==> config.mk <==
export PLATFORM = sky130hd
export DESIGN_NAME = text_console_cursor_engine
export DESIGN_NICKNAME = d
export VERILOG_FILES = /design/src/rtl/tcce_pkg.sv /design/src/rtl/text_console_cursor_engine.sv /design/src/rtl/tcce_front.sv /design/src/rtl/tcce_queue.sv /design/src/rtl/tcce_back.sv
export SDC_FILE = /design/constraint.sdc
export NUM_CORES = 1
export LEC_CHECK = 0
export BUFFER_PORTS_ARGS = -buffer_cell sky130_fd_sc_hd__buf_2
export CORE_AREA = 2 2 215 111
export DETAILED_ROUTE_END_ITERATION = 8
export DIE_AREA = 0 0 217 113
export MAX_ROUTING_LAYER = met4
export PLACE_DENSITY = 0.67
export SKIP_CTS_REPAIR_TIMING = 1
export SLEW_MARGIN = 10
export SYNTH_ARGS = -nofsm -noshare
export SYNTH_HDL_FRONTEND = slang
export SYNTH_SLANG_ARGS = --single-unit
==> constraint.sdc <==
create_clock -name clk -period 11.09 [get_ports clk]
set_input_delay 1.109 -clock clk [delete_from_list [all_inputs] [get_ports clk]]
set_output_delay 1.109 -clock clk [all_outputs]
set_load 0.01 [all_outputs]
==> src/rtl/tcce_pkg.sv <==
// Shared types and constants of the text console cursor engine.
package tcce_pkg;

  // Command codes of the input channel.
  localparam logic [1:0] MODE_PUT  = 2'd0;
  localparam logic [1:0] MODE_BKSP = 2'd1;
  localparam logic [1:0] MODE_SET  = 2'd2;

  // Result operation codes.
  localparam logic [1:0] OP_WRITE  = 2'd0;
  localparam logic [1:0] OP_CLEAR  = 2'd1;
  localparam logic [1:0] OP_STATUS = 2'd2;

  // Status codes carried by the final result of a command.
  localparam logic [1:0] ST_OK      = 2'd0;
  localparam logic [1:0] ST_BAD_COL = 2'd1;
  localparam logic [1:0] ST_BAD_ROW = 2'd2;

  // Configuration register indexes.
  localparam int CfgIdxW = 3;
  localparam logic [CfgIdxW-1:0] CFG_WRAP     = 3'd0;
  localparam logic [CfgIdxW-1:0] CFG_SCROLL   = 3'd1;
  localparam logic [CfgIdxW-1:0] CFG_AUTOINC  = 3'd2;
  localparam logic [CfgIdxW-1:0] CFG_ATTR     = 3'd3;
  localparam logic [CfgIdxW-1:0] CFG_BKSP_COL = 3'd4;

  // Character codes and reset attribute.
  localparam logic [7:0] CH_NEWLINE = 8'd10;
  localparam logic [7:0] CH_SPACE   = 8'd32;
  localparam logic [7:0] ATTR_RESET = 8'd11;

  // Job handed from the front to the back through the queue.
  typedef struct packed {
    logic        has_write;
    logic [10:0] wr_addr;
    logic [7:0]  wr_char;
    logic        has_clear;
    logic [10:0] clr_addr;
    logic [7:0]  attr;
    logic [6:0]  col;
    logic [4:0]  row;
    logic [4:0]  origin;
    logic [1:0]  status;
  } job_t;

endpackage

==> src/rtl/text_console_cursor_engine.sv <==
// Text console cursor engine: top level joining front end, queue and sequencer.
//
// Each command (put character, backspace, set cursor) produces one to three
// result transfers: a cell write, a row clear when the screen scrolls, and
// always a final status transfer marked by out_last. Every result carries
// the cursor and ring origin as they stand after the command. The front end
// updates the cursor in the cycle a command is accepted and can take one
// command per clock while its two-entry job queue has room; the result
// sequencer then emits one result per clock while the receiver is ready,
// so a command occupies the output for one transfer per result (1 to 3, 3
// at most for a put that scrolls). The sustained rate is set by that output sequencer.
// Configuration writes take effect on the next command.
module text_console_cursor_engine import tcce_pkg::*; #(
  parameter int COLUMNS = 80,
  parameter int ROWS    = 25
) (
  input  logic               clk,
  input  logic               rst_n,
  input  logic               cfg_we,
  input  logic [CfgIdxW-1:0] cfg_index,
  input  logic [7:0]         cfg_wdata,
  input  logic               in_valid,
  output logic               in_ready,
  input  logic [1:0]         in_mode,
  input  logic [7:0]         in_char_code,
  input  logic [7:0]         in_set_col,
  input  logic [7:0]         in_set_row,
  output logic               out_valid,
  input  logic               out_ready,
  output logic [1:0]         out_op,
  output logic [10:0]        out_cell_addr,
  output logic [7:0]         out_char_out,
  output logic [7:0]         out_attr_out,
  output logic [6:0]         out_cursor_col,
  output logic [4:0]         out_cursor_row,
  output logic [4:0]         out_origin_row,
  output logic [1:0]         out_status,
  output logic               out_last
);

  logic q_push, q_ready, q_pop, q_head_valid;
  job_t q_job, q_head_job;

  // Command acceptance and cursor tracking.
  tcce_front #(
    .COLUMNS (COLUMNS),
    .ROWS    (ROWS)
  ) u_front (
    .clk          (clk),
    .rst_n        (rst_n),
    .cfg_we       (cfg_we),
    .cfg_index    (cfg_index),
    .cfg_wdata    (cfg_wdata),
    .in_valid     (in_valid),
    .in_ready     (in_ready),
    .in_mode      (in_mode),
    .in_char_code (in_char_code),
    .in_set_col   (in_set_col),
    .in_set_row   (in_set_row),
    .q_ready      (q_ready),
    .q_push       (q_push),
    .q_job        (q_job)
  );

  // Job queue decoupling the two sides.
  tcce_queue u_queue (
    .clk        (clk),
    .rst_n      (rst_n),
    .push       (q_push),
    .push_ready (q_ready),
    .push_job   (q_job),
    .pop        (q_pop),
    .head_valid (q_head_valid),
    .head_job   (q_head_job)
  );

  // Result expansion and output register.
  tcce_back u_back (
    .clk            (clk),
    .rst_n          (rst_n),
    .head_valid     (q_head_valid),
    .head_job       (q_head_job),
    .pop            (q_pop),
    .out_valid      (out_valid),
    .out_ready      (out_ready),
    .out_op         (out_op),
    .out_cell_addr  (out_cell_addr),
    .out_char_out   (out_char_out),
    .out_attr_out   (out_attr_out),
    .out_cursor_col (out_cursor_col),
    .out_cursor_row (out_cursor_row),
    .out_origin_row (out_origin_row),
    .out_status     (out_status),
    .out_last       (out_last)
  );

endmodule

==> src/rtl/tcce_front.sv <==
// Command front end: configuration registers, cursor state and job building.
module tcce_front import tcce_pkg::*; #(
  parameter int COLUMNS = 80,
  parameter int ROWS    = 25
) (
  input  logic               clk,
  input  logic               rst_n,
  input  logic               cfg_we,
  input  logic [CfgIdxW-1:0] cfg_index,
  input  logic [7:0]         cfg_wdata,
  input  logic               in_valid,
  output logic               in_ready,
  input  logic [1:0]         in_mode,
  input  logic [7:0]         in_char_code,
  input  logic [7:0]         in_set_col,
  input  logic [7:0]         in_set_row,
  input  logic               q_ready,
  output logic               q_push,
  output job_t               q_job
);

  localparam logic [6:0] COL_LAST = 7'(COLUMNS - 1);
  localparam logic [4:0] ROW_LAST = 5'(ROWS - 1);

  logic       wrap_en_r, scroll_en_r, autoinc_en_r;
  logic [7:0] attr_r;
  logic [6:0] bksp_col_r;
  logic [6:0] cur_col_r, cur_col_nxt;
  logic [4:0] cur_row_r, cur_row_nxt;
  logic [4:0] origin_r, origin_nxt;

  logic       at_bottom, nl_scroll, do_scroll, has_write;
  logic [4:0] nl_row, origin_inc, wr_row;
  logic [5:0] phys_sum;
  logic [4:0] phys_row;
  logic [11:0] wr_full, clr_full;
  logic [1:0] status;
  logic [7:0] wr_char;

  assign in_ready = q_ready;
  assign q_push   = in_valid & q_ready;

  // Next-line move shared by wrap-around and newline.
  assign at_bottom  = (cur_row_r == ROW_LAST);
  assign nl_scroll  = at_bottom & scroll_en_r;
  assign nl_row     = at_bottom ? ROW_LAST : cur_row_r + 5'd1;
  assign origin_inc = (origin_r == ROW_LAST) ? 5'd0 : origin_r + 5'd1;

  // Cursor update per command.
  always_comb begin
    cur_col_nxt = cur_col_r;
    cur_row_nxt = cur_row_r;
    do_scroll   = 1'b0;
    has_write   = 1'b0;
    status      = ST_OK;
    wr_char     = CH_SPACE;
    case (in_mode)
      MODE_PUT: begin
        if (in_char_code == CH_NEWLINE) begin
          if (wrap_en_r) begin
            cur_row_nxt = nl_row;
            cur_col_nxt = 7'd0;
            do_scroll   = nl_scroll;
          end else begin
            cur_col_nxt = COL_LAST;
          end
        end else begin
          has_write = 1'b1;
          wr_char   = in_char_code;
          if (autoinc_en_r) begin
            if (cur_col_r == COL_LAST) begin
              if (wrap_en_r) begin
                cur_row_nxt = nl_row;
                cur_col_nxt = 7'd0;
                do_scroll   = nl_scroll;
              end
            end else begin
              cur_col_nxt = cur_col_r + 7'd1;
            end
          end
        end
      end
      MODE_BKSP: begin
        has_write = 1'b1;
        if (cur_col_r == 7'd0) begin
          if (cur_row_r != 5'd0) begin
            if (wrap_en_r) cur_row_nxt = cur_row_r - 5'd1;
            cur_col_nxt = COL_LAST;
          end
        end else if (bksp_col_r == 7'd0 || cur_col_r > bksp_col_r) begin
          cur_col_nxt = cur_col_r - 7'd1;
        end
      end
      MODE_SET: begin
        if ({1'b0, in_set_col} >= 9'(COLUMNS)) begin
          status = ST_BAD_COL;
        end else if ({1'b0, in_set_row} >= 9'(ROWS)) begin
          status = ST_BAD_ROW;
        end else begin
          cur_col_nxt = in_set_col[6:0];
          cur_row_nxt = in_set_row[4:0];
        end
      end
      default: ;
    endcase
    origin_nxt = do_scroll ? origin_inc : origin_r;
  end

  // A put writes at the old cursor, a backspace at the new one.
  assign wr_row   = (in_mode == MODE_BKSP) ? cur_row_nxt : cur_row_r;
  assign phys_sum = {1'b0, origin_r} + {1'b0, wr_row};
  assign phys_row = (phys_sum >= 6'(ROWS)) ? 5'(phys_sum - 6'(ROWS)) : phys_sum[4:0];
  assign wr_full  = 12'(phys_row) * 12'(COLUMNS)
                  + 12'((in_mode == MODE_BKSP) ? cur_col_nxt : cur_col_r);
  // The cleared row is the old origin, which becomes the bottom line.
  assign clr_full = 12'(origin_r) * 12'(COLUMNS);

  always_comb begin
    q_job.has_write = has_write;
    q_job.wr_addr   = wr_full[10:0];
    q_job.wr_char   = wr_char;
    q_job.has_clear = do_scroll;
    q_job.clr_addr  = clr_full[10:0];
    q_job.attr      = attr_r;
    q_job.col       = cur_col_nxt;
    q_job.row       = cur_row_nxt;
    q_job.origin    = origin_nxt;
    q_job.status    = status;
  end

  // Configuration and cursor state registers.
  always_ff @(posedge clk) begin
    if (!rst_n) begin
      wrap_en_r    <= 1'b1;
      scroll_en_r  <= 1'b1;
      autoinc_en_r <= 1'b1;
      attr_r       <= ATTR_RESET;
      bksp_col_r   <= 7'd0;
      cur_col_r    <= 7'd0;
      cur_row_r    <= 5'd0;
      origin_r     <= 5'd0;
    end else begin
      if (cfg_we) begin
        case (cfg_index)
          CFG_WRAP:     wrap_en_r    <= cfg_wdata[0];
          CFG_SCROLL:   scroll_en_r  <= cfg_wdata[0];
          CFG_AUTOINC:  autoinc_en_r <= cfg_wdata[0];
          CFG_ATTR:     attr_r       <= cfg_wdata;
          CFG_BKSP_COL: bksp_col_r   <= cfg_wdata[6:0];
          default: ;
        endcase
      end
      if (q_push) begin
        cur_col_r <= cur_col_nxt;
        cur_row_r <= cur_row_nxt;
        origin_r  <= origin_nxt;
      end
    end
  end

endmodule

==> src/rtl/tcce_queue.sv <==
// Two-entry job queue between the front end and the result sequencer.
module tcce_queue import tcce_pkg::*; (
  input  logic clk,
  input  logic rst_n,
  input  logic push,
  output logic push_ready,
  input  job_t push_job,
  input  logic pop,
  output logic head_valid,
  output job_t head_job
);

  job_t       mem_r [2];
  logic       wr_ptr_r, rd_ptr_r;
  logic [1:0] count_r;

  assign push_ready = (count_r != 2'd2);
  assign head_valid = (count_r != 2'd0);
  assign head_job   = mem_r[rd_ptr_r];

  // Pointer and fill tracking.
  always_ff @(posedge clk) begin
    if (!rst_n) begin
      wr_ptr_r <= 1'b0;
      rd_ptr_r <= 1'b0;
      count_r  <= 2'd0;
    end else begin
      if (push) wr_ptr_r <= ~wr_ptr_r;
      if (pop)  rd_ptr_r <= ~rd_ptr_r;
      count_r <= count_r + 2'(push) - 2'(pop);
    end
  end

  // Entry storage.
  always_ff @(posedge clk) begin
    if (push) mem_r[wr_ptr_r] <= push_job;
  end

endmodule

==> src/rtl/tcce_back.sv <==
// Result sequencer: expands the job at the queue head into result transfers.
module tcce_back import tcce_pkg::*; (
  input  logic        clk,
  input  logic        rst_n,
  input  logic        head_valid,
  input  job_t        head_job,
  output logic        pop,
  output logic        out_valid,
  input  logic        out_ready,
  output logic [1:0]  out_op,
  output logic [10:0] out_cell_addr,
  output logic [7:0]  out_char_out,
  output logic [7:0]  out_attr_out,
  output logic [6:0]  out_cursor_col,
  output logic [4:0]  out_cursor_row,
  output logic [4:0]  out_origin_row,
  output logic [1:0]  out_status,
  output logic        out_last
);

  logic        wr_done_r, clr_done_r;
  logic        out_valid_r;
  logic [1:0]  op_r, status_r;
  logic [10:0] addr_r;
  logic [7:0]  char_r, attr_r;
  logic [6:0]  col_r;
  logic [4:0]  row_r, origin_r;
  logic        last_r;

  logic        load, emit_write, emit_clear;

  // The output register takes a new result when empty or being drained.
  assign load       = head_valid & (~out_valid_r | out_ready);
  assign emit_write = head_job.has_write & ~wr_done_r;
  assign emit_clear = ~emit_write & head_job.has_clear & ~clr_done_r;
  assign pop        = load & ~emit_write & ~emit_clear;

  // Progress through the results of the head job.
  always_ff @(posedge clk) begin
    if (!rst_n) begin
      wr_done_r   <= 1'b0;
      clr_done_r  <= 1'b0;
      out_valid_r <= 1'b0;
    end else begin
      if (pop) begin
        wr_done_r  <= 1'b0;
        clr_done_r <= 1'b0;
      end else if (load) begin
        if (emit_write) wr_done_r  <= 1'b1;
        if (emit_clear) clr_done_r <= 1'b1;
      end
      if (load) out_valid_r <= 1'b1;
      else if (out_ready) out_valid_r <= 1'b0;
    end
  end

  // Output payload register.
  always_ff @(posedge clk) begin
    if (load) begin
      col_r    <= head_job.col;
      row_r    <= head_job.row;
      origin_r <= head_job.origin;
      if (emit_write) begin
        op_r     <= OP_WRITE;
        addr_r   <= head_job.wr_addr;
        char_r   <= head_job.wr_char;
        attr_r   <= head_job.attr;
        status_r <= ST_OK;
        last_r   <= 1'b0;
      end else if (emit_clear) begin
        op_r     <= OP_CLEAR;
        addr_r   <= head_job.clr_addr;
        char_r   <= CH_SPACE;
        attr_r   <= head_job.attr;
        status_r <= ST_OK;
        last_r   <= 1'b0;
      end else begin
        op_r     <= OP_STATUS;
        addr_r   <= 11'd0;
        char_r   <= 8'd0;
        attr_r   <= 8'd0;
        status_r <= head_job.status;
        last_r   <= 1'b1;
      end
    end
  end

  assign out_valid      = out_valid_r;
  assign out_op         = op_r;
  assign out_cell_addr  = addr_r;
  assign out_char_out   = char_r;
  assign out_attr_out   = attr_r;
  assign out_cursor_col = col_r;
  assign out_cursor_row = row_r;
  assign out_origin_row = origin_r;
  assign out_status     = status_r;
  assign out_last       = last_r;

endmodule

==> results of run 1 <==
-- worst register-to-register path: stages, from the launching register on --
cell and delay [ns]:
dfxtp_1 0.43, inv_1 0.31, ha_1 0.29, nand2b_1 0.25, nor4_4 0.49, nand2_1 0.17, xnor2_1 0.20, ha_1 0.20
inv_1 0.06, fa_1 0.57, ha_1 0.20, nand2_1 0.09, or2_2 0.29, a21o_1 0.22, mux2i_1 0.37, ha_1 0.31
ha_1 0.23, fa_1 0.54, nand3_1 0.16, a21o_1 0.19, a32oi_1 0.16, o211ai_1 0.13, xor2_1 0.16
-- kinds of logic (layout without fill, tap and decap cells) --
| group | after synthesis | after routing |
|---|---|---|
| adders and majority gates | 43 | 43 |
| AOI/OAI and AO/OA | 207 | 207 |
| muxes | 74 | 74 |
| xor gates and xnor gates | 21 | 21 |
| buffers and inverters | 76 | 160 |
| DFF | 201 | 201 |
| and+or+nand+nor | 241 | 241 |
-- synthesized netlist by cell type (4+ instances only) --
library cell / number
inv_1: 28
mux2i_1: 53
and3_1: 8
edfxtp_1: 158
nor3b_1: 4
a211oi_1: 8
nand4_1: 8
o22ai_1: 10
o311ai_0: 5
a31oi_1: 15
dfxtp_1: 43
fa_1: 4
nor2_1: 59
a21oi_1: 41
buf_2: 5
clkbuf_1: 34
mux2_2: 21
and2_1: 14
buf_1: 4
ha_1: 39
nand3_1: 20
nor4_1: 6
xnor2_1: 14
o21a_1: 7
a311oi_1: 4
o31ai_1: 5
or3_1: 7
o21ai_0: 38
nor2b_1: 14
xor2_1: 7
nand2_1: 68
nor3_1: 12
o211ai_1: 15
a21boi_0: 12
a21o_1: 11
-- power groups by stage --
| stage | clock (W) | sequential (W) | combinational, W |
|---|---|---|---|
| after global placement | 0 | 0.00116 | 0.000749 |
| after CTS | 0.000624 | 0.00115 | 0.000767 |
| after global routing | 0.000652 | 0.00117 | 0.000831 |
| final | 0.000612 | 0.00115 | 0.000763 |
| after floorplan | 0 | 0.00118 | 0.000478 |
| after detailed placement | 0 | 0.00117 | 0.000763 |
-- per-layer routing --
layer  vias to the layer above  share of wire [%]
met5                         -                  0
met4                         0                2.3
met3                        46                5.5
met2                       253                 43
met1                      3499                 49
li1                       3399                  -
-- area by class of cell --
cell class / instances / area (um^2)
inverter: 30 / 112.6
clock inverter: 2 / 12.51
clock buffer: 30 / 546.8
timing repair buffer: 98 / 505.5
multi-input combinational: 586 / 4169
tap: 307 / 384.1
fill: 2026 / 11210
sequential: 201 / 5607
-- state kept, by name, summed over array words and instances (netlist names), 7 cells and up, named ones only --
signal / flops
u_queue.mem_r: 110
u_back.out_cell_addr: 11
u_back.out_attr_out: 8
u_back.out_char_out: 8
u_front.attr_r: 8
u_back.out_cursor_col: 7
u_front.bksp_col_r: 7
u_front.cur_col_r: 7
-- how the worst min path moves through the flow --
stage	endpoint
after global placement	u_queue.mem_r[0][23]
after global routing	u_queue.mem_r[0][24]
final	u_queue.mem_r[1][19]
after detailed placement	u_queue.mem_r[0][19]
after CTS	u_queue.mem_r[1][19]
after floorplan	u_queue.mem_r[0][19]
-- stage by stage --
stage	instances	hold WS, ns	total power, W	instance area (um^2)	util (%)
after floorplan	863	0.4254	0.001654	10060	-
after global placement	1222	0.4343	0.001908	10780	47.81
after detailed placement	1222	0.4421	0.001929	10780	47.81
after CTS	1254	0.4571	0.002542	11340	50.29
after global routing	1254	0.4794	0.002651	11340	50.29
final	1254	0.4569	0.002524	11340	50.29
==> results.ini, run 1 <==
[power]
switching_power_w=0.0008419
p_leak_nw=4.234
power_density_mw_per_mm2=222.6
seq_power_share_pct=45.5
internal_power_w=0.001682
power_frac_comb_pct=30.2
vdd_drop_max_mv=0.09406
clkPwrFrac_pct=24.2
power.share.switching_pct=33.36

[logic_synthesis]
synth-edff-count=158
synth-async-reset-ratio_pct=0
synth_top_cell_by_area=edfxtp_1
synth_top_flop_cell=edfxtp_1
syn_inst=863
synth_seq_area_share_pct=55.71
syn_area_mm2=0.01006
synth-simple-area-share_pct=12.19
ys_warn_count=0
synth_top_area_share_pct=47.15
yosysUniqueCellTypes=84
synth_compound_area_share_pct=13.99
synth_top_family_by_area=compound AO/OA/AOI/OAI gates
syn_avg_cell_area_um2=11.66
synth_fa_ha_area_share_pct=5.645
synth_mux_area_share_pct=7.622
syn-num-nets=948
synthTopCellsByArea=edfxtp_1, dfxtp_1, mux2i_1, ha_1, nand2_1
synth_seq_cells=201
synthXorXnorAreaFrac_pct=1.828

[setup_path]
cp_max_fo=19
cp-startpoint=in_mode[0]
crit_path_end_kind=register
r2r_start=u_front.cur_col_r[0]
reg2reg_depth=22
slowest_stage=nor2b_1
critPathTopFamily=simple AND/OR/NAND/NOR gates
cpPeakStageDelay_ns=0.75
startpoint_type=primary input
worst-path-buf-inv=1
crit_cells=20
worstSetupPathType=primary input to register
regToRegSetupSlack_ns=4.80
timing.rr.end=u_queue.mem_r[0][53]
crit_top_cell=ha_1
crit_arrival_ns=6.55
cp-endpoint=u_queue.mem_r[0][53]
crit_chain=buf_2 -> nor2b_1 -> o31ai_4 -> or3_1 -> o21ai_0 -> ha_1 -> nor2b_1 -> o21a_1 -> or3_1 -> and3_1 -> a21o_1 -> mux2i_1 -> ha_1 -> ha_1 -> fa_1 -> nand3_1 -> a21o_1 -> a32oi_1 -> o211ai_1 -> xor2_1
crit_required_ns=11.32

[final_layout]
syn2layout_area_growth_pct=12.67
nets=1021
n_antenna_cell=0
layout-drive-gt1-share_pct=17.21
layout_commonest_cell=edfxtp_1
layout_common_cells=edfxtp_1, buf_2, nand2_1

[grt]
met2_usage_pct=32.01
grt_pass1_vias=6999
use_met1_pct=31.15
grt_usage_pct=21.55
grt_max_degree=45
use_met3_pct=2.984
antenna_found_initial=1
overflow=0
grt.busiest_layer=met2
grt_pass1_wl_mm=39.77

[detailed_routing]
vias_per_cell=5.739
wl_per_cell_um=20.44
drt_iter0_markers=637
drc=0
drtAntennaViolNets=0
num_vias=7197
finalWirelength_mm=25.63
dr.pass1.iters=5

[timing]
worstMarginPinSlew_ns=1.028
skew_ns=0.01039
hold_viol=0
slew_viol_final=0
relSlewSlack_pct=30.61
fin_ws_ns=4.768
max_freq_mhz=158.2
setup-violations-final=0
fin_crit_sh_pct=57.01
period_needed_ns=6.322
fin_setup_tns_ns=0
rsz0062_at_grt=false

[min_path]
hold_class=register to register
worstHoldStart=u_front.attr_r[0]
whs_path_depth=0

[placement]
dp_hpwl_mm=17.79
portBuffers=92
place_ws_ns=4.335
place.gp.congestion=0.9874

[floorplanning]
die_x_um=217
die_h_um=113
num_io_pins=93
fp.coreArea_mm2=0.02254
initial_core_util_pct=44.63
rows=39
die_area_mm2=0.02452

[run_status]
status=finished clean

[run]
drv_cap=0

[clocking]
clock_path_buffers=3
cts_sinks=201
cts-htree-levels=1
tritoncts=done
cts_root_buf=clkbuf_16
clock_latency_ns=0.50
clk_pin_slew_ns=0.06
numCtsBuffers=19

(Power assumes the default switching activity.)
==> inputs of run 2 (changes only) <==
==> constraint.sdc (replaced) <==
create_clock -name clk -period 6.1 [get_ports clk]
set_input_delay 0.61 -clock clk [delete_from_list [all_inputs] [get_ports clk]]
set_output_delay 0.61 -clock clk [all_outputs]
set_load 0.01 [all_outputs]
==> run 2 against run 1 <==
  * Critical endpoint is now u_queue.mem_r[1][53]
  * Clock skew increased by 0.0055 ns
  * Critical path type is now register to register
  * Die area unchanged
  * Largest power group unchanged
  * Count of clock-buffer cells in the layout decreased by 3
==> results.ini, run 2 (synthesis results as in run 1) <==
[run_status]
status=finished clean  ; unchanged

[detailed_routing]
drc=0  ; unchanged
dr.pass1.iters=5  ; unchanged
drt_iter0_markers=581  ; was 637
finalWirelength_mm=25.88  ; was 25.63 mm
vias_per_cell=5.758  ; was 5.739
num_vias=7330  ; was 7197
wl_per_cell_um=20.33  ; was 20.44 um
drtAntennaViolNets=0  ; unchanged

[timing]
skew_ns=0.01589  ; was 0.01039 ns
fin_crit_sh_pct=94.89
hold_viol=0  ; unchanged
relSlewSlack_pct=37.48  ; was 30.61%
fin_ws_ns=0.3118  ; was 4.768 ns
worstMarginPinSlew_ns=0.9142  ; was 1.028 ns
period_needed_ns=5.788
holdWs_ns=0.3741  ; was 0.4569 ns
rsz0062_at_grt=false  ; unchanged
setup-violations-final=0  ; unchanged
fin_setup_tns_ns=0  ; unchanged
max_freq_mhz=172.8
slew_viol_final=0  ; unchanged

[setup_path]
crit_required_ns=6.33  ; was 11.32 ns
cp-startpoint=u_front.cur_col_r[0]  ; was in_mode[0]
critPathTopFamily=adder cells  ; was simple AND/OR/NAND/NOR gates
slowest_stage=fa_1  ; was nor2b_1
cp-endpoint=u_queue.mem_r[1][53]  ; was u_queue.mem_r[0][53]
timing.rr.end=u_queue.mem_r[1][53]  ; was u_queue.mem_r[0][53]
worst-path-buf-inv=2  ; was 1
worstSetupPathType=register to register  ; was primary input to register
r2r_start=u_front.cur_col_r[0]  ; unchanged
crit_cells=22  ; was 20
regToRegSetupSlack_ns=0.31  ; was 4.80 ns
startpoint_type=register  ; was primary input
cpPeakStageDelay_ns=0.55  ; was 0.75 ns
crit_path_end_kind=register  ; unchanged
reg2reg_depth=22  ; unchanged
crit_arrival_ns=6.02  ; was 6.55 ns
crit_top_cell=ha_1  ; unchanged
cp_max_fo=11  ; was 19
crit_chain=inv_1 -> ha_1 -> nand2b_2 -> nor4_4 -> nand2_1 -> xnor2_1 -> ha_1 -> inv_1 -> fa_1 -> ha_1 -> nand2_1 -> or2_2 -> a21o_1 -> a31oi_1 -> ha_1 -> ha_1 -> fa_1 -> nand3_1 -> a21o_1 -> a32oi_1 -> o211ai_1 -> xor2_1  ; was buf_2 -> nor2b_1 -> o31ai_4 -> or3_1 -> o21ai_0 -> ha_1 -> nor2b_1 -> o21a_1 -> or3_1 -> and3_1 -> a21o_1 -> mux2i_1 -> ha_1 -> ha_1 -> fa_1 -> nand3_1 -> a21o_1 -> a32oi_1 -> o211ai_1 -> xor2_1

[clocking]
cts_root_buf=clkbuf_16  ; unchanged
clock_latency_ns=0.50  ; about the same
cts_sinks=201  ; unchanged
clock_path_buffers=3  ; unchanged
numCtsBuffers=19  ; unchanged
tritoncts=done  ; unchanged
clk_pin_slew_ns=0.07  ; was 0.06 ns
cts-htree-levels=1  ; unchanged

[power]
power_frac_comb_pct=30.9  ; was 30.2%
vdd_drop_max_mv=0.2373  ; was 0.09406 mV
seq_power_share_pct=43.7  ; was 45.5%
clkPwrFrac_pct=25.4  ; was 24.2%
p_leak_nw=4.363  ; was 4.234 nW
internal_power_w=0.003153  ; was 0.001682 W
power_density_mw_per_mm2=406.1  ; was 222.6 mW/mm^2
power.share.switching_pct=32.81  ; was 33.36%
switching_power_w=0.001539  ; was 0.0008419 W

[floorplanning]
die_x_um=217  ; unchanged
die_h_um=113  ; unchanged
num_io_pins=93  ; unchanged
die_area_mm2=0.02452  ; unchanged
fp.coreArea_mm2=0.02254  ; unchanged
rows=39  ; unchanged
initial_core_util_pct=44.63  ; unchanged

[final_layout]
n_antenna_cell=0  ; unchanged
fin_cells=1273  ; was 1254
syn2layout_area_growth_pct=14.82  ; was 12.67%
layout-drive-gt1-share_pct=19.67  ; was 17.21%
layout_commonest_cell=edfxtp_1  ; unchanged
nets=1039  ; was 1021
layout_common_cells=edfxtp_1, buf_2, nand2_1  ; unchanged
top_register=u_queue.mem_r  ; unchanged
largest_reg_flops=110  ; unchanged
finish.utilization_pct=51.25  ; was 50.29%

[placement]
place.gp.congestion=0.9711  ; was 0.9874
portBuffers=92  ; unchanged
post-place-cells=1236  ; was 1222
place_ws_ns=0.2126  ; was 4.335 ns
dp_hpwl_mm=18.29  ; was 17.79 mm

[min_path]
whs_path_depth=3  ; was 0
hold_class=primary input to register  ; was register to register

[grt]
overflow=0  ; unchanged
grt_pass1_wl_mm=40.03  ; was 39.77 mm
antenna_found_initial=0  ; was 1
grt_pass1_vias=7046  ; was 6999
grt_max_degree=46  ; was 45
grt_usage_pct=21.76  ; was 21.55%

[run]
drv_cap=0  ; unchanged

-- run 2: layer usage --
layer  track usage, %  wire length [um]
met4            5.890               668
met1            30.65             12260
met5                -                 0
met2            32.01             11290
met3            4.489              1669
-- run 2: worst min-delay path by stage --
stage                      startpoint                    to  slack, ns
floorplan           u_front.attr_r[0]  u_queue.mem_r[0][19]       0.43
global placement    u_front.attr_r[3]  u_queue.mem_r[0][22]       0.43
detailed placement  u_front.attr_r[0]  u_queue.mem_r[0][19]       0.44
CTS                      cfg_wdata[7]     u_front.attr_r[7]       0.36
global route             cfg_wdata[1]     u_front.attr_r[1]       0.39
finish                   cfg_wdata[6]     u_front.attr_r[6]       0.37
-- run 2: cell type report --
cell class	count	area (um^2)
Multi-Input combinational cell	586	4190
Clock buffer	27	558.0
Sequential cell	201	5607
Timing Repair Buffer	116	640.6
Inverter	30	112.6
Fill cell	1994	10990
Tap cell	307	384.1
Clock inverter	6	61.31
-- run 2: per-stage QoR --
step,power [W],cell area [um^2]
floorplan,0.003008,10060
global placement,0.003489,10880
finish,0.004692,11550
detailed placement,0.003517,10880
CTS,0.004712,11500
global route,0.004933,11550
-- run 2: worst register-to-register path, cell delays in order (launching register included) --
cell and delay, ns:
dfxtp_1 0.42, inv_1 0.13, ha_1 0.24, nand2b_2 0.18, nor4_4 0.39, nand2_1 0.15, xnor2_1 0.23, ha_1 0.23
inv_1 0.06, fa_1 0.55, ha_1 0.19, nand2_1 0.09, or2_2 0.28, a21o_1 0.22, a31oi_1 0.26, ha_1 0.28
ha_1 0.23, fa_1 0.54, nand3_1 0.15, a21o_1 0.20, a32oi_1 0.19, o211ai_1 0.14, xor2_1 0.17
-- run 2: power by group through the flow --
stage	clock network (W)	registers, W	logic (W)
floorplan	0	0.00214	0.000868
global placement	0	0.00207	0.00142
detailed placement	0	0.00208	0.00143
CTS	0.00122	0.00206	0.00144
global route	0.00127	0.00209	0.00158
finish	0.00119	0.00205	0.00145
==> inputs of run 3 (changes only) <==
--- a/config.mk
+++ b/config.mk
@@ -6,13 +6,14 @@
 export NUM_CORES = 1
 export LEC_CHECK = 0
 export BUFFER_PORTS_ARGS = -buffer_cell sky130_fd_sc_hd__buf_2
-export CORE_AREA = 2 2 215 111
+export CORE_AREA = 3 3 223 116
 export DETAILED_ROUTE_END_ITERATION = 8
-export DIE_AREA = 0 0 217 113
+export DIE_AREA = 0 0 226 119
 export MAX_ROUTING_LAYER = met4
-export PLACE_DENSITY = 0.67
+export PLACE_DENSITY = 0.66
 export SKIP_CTS_REPAIR_TIMING = 1
 export SLEW_MARGIN = 10
 export SYNTH_ARGS = -nofsm -noshare
 export SYNTH_HDL_FRONTEND = slang
+export SYNTH_HIERARCHICAL = 1
 export SYNTH_SLANG_ARGS = --single-unit
==> run 3 against run 2 <==
  * Clock skew rose by 0.0048 ns
  * Count of clock-buffer cells in the layout fell by 1
  * Worst hold slack worse by 0.036 ns
  * Fmax rose by 0.86%
  * Area after synthesis rose by 7.1%
  * Non-clock buffer count fell by 2
  * Cell count rose by 2.5%
  * First-iteration DRC count decreased by 3.4%
  * Critical path type unchanged
  * Critical endpoint is now u_queue/mem_r[0][57]
==> results.ini, run 3 <==
[grt]
grt.busiest_layer=met2  ; unchanged
grt_max_degree=49  ; was 46
grt_usage_pct=19.86  ; was 21.76%
antenna_found_initial=0  ; unchanged
grt_pass1_vias=7124  ; was 7046
use_met1_pct=28.00  ; was 30.65%
grt_pass1_wl_mm=40.58  ; was 40.03 mm
overflow=0  ; unchanged
use_met3_pct=3.990  ; was 4.489%
met2_usage_pct=29.42  ; was 32.01%

[placement]
dp_hpwl_mm=17.71  ; was 18.29 mm
place_ws_ns=0.2190  ; was 0.2126 ns
place.gp.congestion=0.8820  ; was 0.9711
portBuffers=92  ; unchanged
place_area_mm2=0.01146  ; was 0.01088 mm^2

[final_layout]
syn2layout_area_growth_pct=12.56  ; was 14.82%
nets=1060  ; was 1039
layout_common_cells=edfxtp_1, buf_2, nand2_1  ; unchanged
layout_commonest_cell=edfxtp_1  ; unchanged
layout-drive-gt1-share_pct=24.85  ; was 19.67%
final_area_mm2=0.01213  ; was 0.01155 mm^2
top_register=u_queue/mem_r  ; was u_queue.mem_r
n_antenna_cell=0  ; unchanged
largest_reg_flops=118  ; was 110

[power]
power.share.switching_pct=31.95  ; was 32.81%
seq_power_share_pct=43.5  ; was 43.7%
clkPwrFrac_pct=25.4  ; about the same
switching_power_w=0.001543  ; was 0.001539 W
internal_power_w=0.003287  ; was 0.003153 W
power_frac_comb_pct=31.0  ; was 30.9%
vdd_drop_max_mv=0.1829  ; was 0.2373 mV
power_density_mw_per_mm2=398.2  ; was 406.1 mW/mm^2
p_leak_nw=4.679  ; was 4.363 nW

[logic_synthesis]
ys_warn_count=6  ; was 0
syn_avg_cell_area_um2=12.06  ; was 11.66 um^2
syn_inst=894  ; was 863
synth-edff-count=166  ; was 158
synth_seq_cells=209  ; was 201
synthTopCellsByArea=edfxtp_1, dfxtp_1, mux2_2, ha_1, nand2_1  ; was edfxtp_1, dfxtp_1, mux2i_1, ha_1, nand2_1
synth_top_cell_by_area=edfxtp_1  ; unchanged
synth_top_flop_cell=edfxtp_1  ; unchanged
syn_area_mm2=0.01078  ; was 0.01006 mm^2
synth_common_cells=edfxtp_1, nand2_1, mux2_2  ; was edfxtp_1, nand2_1, nor2_1
synth_seq_area_share_pct=54.24  ; was 55.71%
synth-async-reset-ratio_pct=0  ; unchanged
yosysMostFrequentCell=edfxtp_1  ; unchanged
yosysUniqueCellTypes=93  ; was 84
synth_top_area_share_pct=46.25  ; was 47.15%

[floorplanning]
initial_core_util_pct=45.15  ; was 44.63%
rows=40  ; was 39
fp.coreArea_mm2=0.02387  ; was 0.02254 mm^2
die_x_um=226  ; was 217 um
die_h_um=119  ; was 113 um
die_area_mm2=0.02689  ; was 0.02452 mm^2
num_io_pins=93  ; unchanged

[clocking]
cts_sinks=209  ; was 201
clk_pin_slew_ns=0.07  ; about the same
cts-htree-levels=1  ; unchanged
tritoncts=done  ; unchanged
cts_root_buf=clkbuf_16  ; unchanged
numCtsBuffers=21  ; was 19
clock_latency_ns=0.52  ; was 0.50 ns
clock_path_buffers=3  ; unchanged

[timing]
slew_viol_final=0  ; unchanged
worstMarginPinSlew_ns=1.185  ; was 0.9142 ns
hold_viol=0  ; unchanged
period_needed_ns=5.739  ; was 5.788 ns
relSlewSlack_pct=20.99  ; was 37.48%
max_freq_mhz=174.2  ; was 172.8 MHz
skew_ns=0.02068  ; was 0.01589 ns
fin_ws_ns=0.3609  ; was 0.3118 ns
setup-violations-final=0  ; unchanged
fin_crit_sh_pct=94.08  ; was 94.89%

[run]
drv_cap=0  ; unchanged

[setup_path]
startpoint_type=register  ; unchanged
crit_required_ns=6.35  ; was 6.33 ns
worstSetupPathType=register to register  ; unchanged
cp_max_fo=8  ; was 11
crit_path_end_kind=register  ; unchanged
crit_arrival_ns=5.99  ; was 6.02 ns

[detailed_routing]
dr.pass1.iters=5  ; unchanged
wl_per_cell_um=19.68  ; was 20.33 um
drtAntennaViolNets=0  ; unchanged
finalWirelength_mm=25.68  ; was 25.88 mm
drt_iter0_markers=561  ; was 581
drc=0  ; unchanged
num_vias=7360  ; was 7330
vias_per_cell=5.640  ; was 5.758

[min_path]
hold_class=primary input to register  ; unchanged

[run_status]
status=finished clean  ; unchanged

## run 3: cell count changes after synthesis, sizes merged, moves of 8 or more
cell    delta
buf       +25
a21oi     -10
nand2      +9
a21boi     -9
edfxtp     +8
mux2      +45
mux2i     -34
a22o      +15
and2      +15
clkbuf    -12
o211ai     -8
## run 3: critical path, stage by stage, from the launching register on
cell,delay (ns)
dfxtp_2,0.37
inv_1,0.09
ha_1,0.18
or4b_4,0.53
nor4_4,0.33
nand2_2,0.15
xnor2_1,0.16
ha_1,0.21
inv_1,0.06
fa_1,0.58
ha_1,0.21
nand2_1,0.09
or2_2,0.29
a21o_1,0.24
mux2i_2,0.22
ha_1,0.27
ha_1,0.23
fa_1,0.56
nand3_2,0.12
a21o_1,0.17
a32oi_1,0.14
o211ai_1,0.12
xor2_1,0.16
## run 3: cell type report
type | instances | area (um^2)
inverter | 29 | 108.9
multi-input combinational | 600 | 4513
clock inverter | 12 | 97.59
tap | 315 | 394.1
sequential | 209 | 5848
fill | 2089 | 11740
clock buffer | 26 | 544.3
timing repair buffer | 114 | 625.6
## run 3: routing by layer
metal  share of wire [%]  up-vias
met4                 2.1        0
li1                    -     3504
met2                  45      207
met5                   0        -
met3                 5.7       43
met1                  48     3606
## run 3: logic make-up after synthesis
logic type | Yosys count | synth area share, %
AOI/OAI and AO/OA | 182 | 12.28
xor gates and xnor gates | 19 | 1.672
adders and majority gates | 43 | 5.271
buffers and inverters | 88 | 4.284
DFF | 209 | 54.24
muxes | 85 | 9.008
other | 1 | 0.03479
and+or+nand+nor | 267 | 13.21
## run 3: power by group through the flow
stage	combinational [W]	sequential [W]	clock (W)
2_1_floorplan	0.000974	0.00220	0
3_3_place_gp	0.00148	0.00213	0
3_5_place_dp	0.00150	0.00214	0
4_1_cts	0.00150	0.00211	0.00126
5_1_grt	0.00164	0.00214	0.00133
6_report	0.00150	0.00210	0.00123
## run 3: path summary, 6_finish.rpt
| kind | to | startpoint | slack, ns | cells after the start |
|---|---|---|---|---|
| min reg2reg | u_queue/mem_r[0][23] | u_front/attr_r[4] | 0.46 | 0 |
| max | u_queue/mem_r[0][57] | u_front/cur_col_r[0] | 0.36 | 22 |
| max reg2reg | u_queue/mem_r[0][57] | u_front/cur_col_r[0] | 0.36 | 22 |
| min | u_front/attr_r[3] | cfg_wdata[3] | 0.34 | 3 |
## run 3: metrics by stage
| step | power (W) | util (%) | TNS, ns | hold WS [ns] | instances |
|---|---|---|---|---|---|
| 2_1_floorplan | 0.003176 | - | 0 | 0.4254 | 897 |
| 3_3_place_gp | 0.003602 | 48.00 | 0 | 0.4397 | 1266 |
| 3_5_place_dp | 0.003633 | 48.00 | 0 | 0.4419 | 1266 |
| 4_1_cts | 0.004868 | 50.69 | 0 | 0.3257 | 1304 |
| 5_1_grt | 0.005113 | 50.82 | -0.003101 | 0.3413 | 1305 |
| 6_report | 0.004831 | 50.82 | 0 | 0.3386 | 1305 |
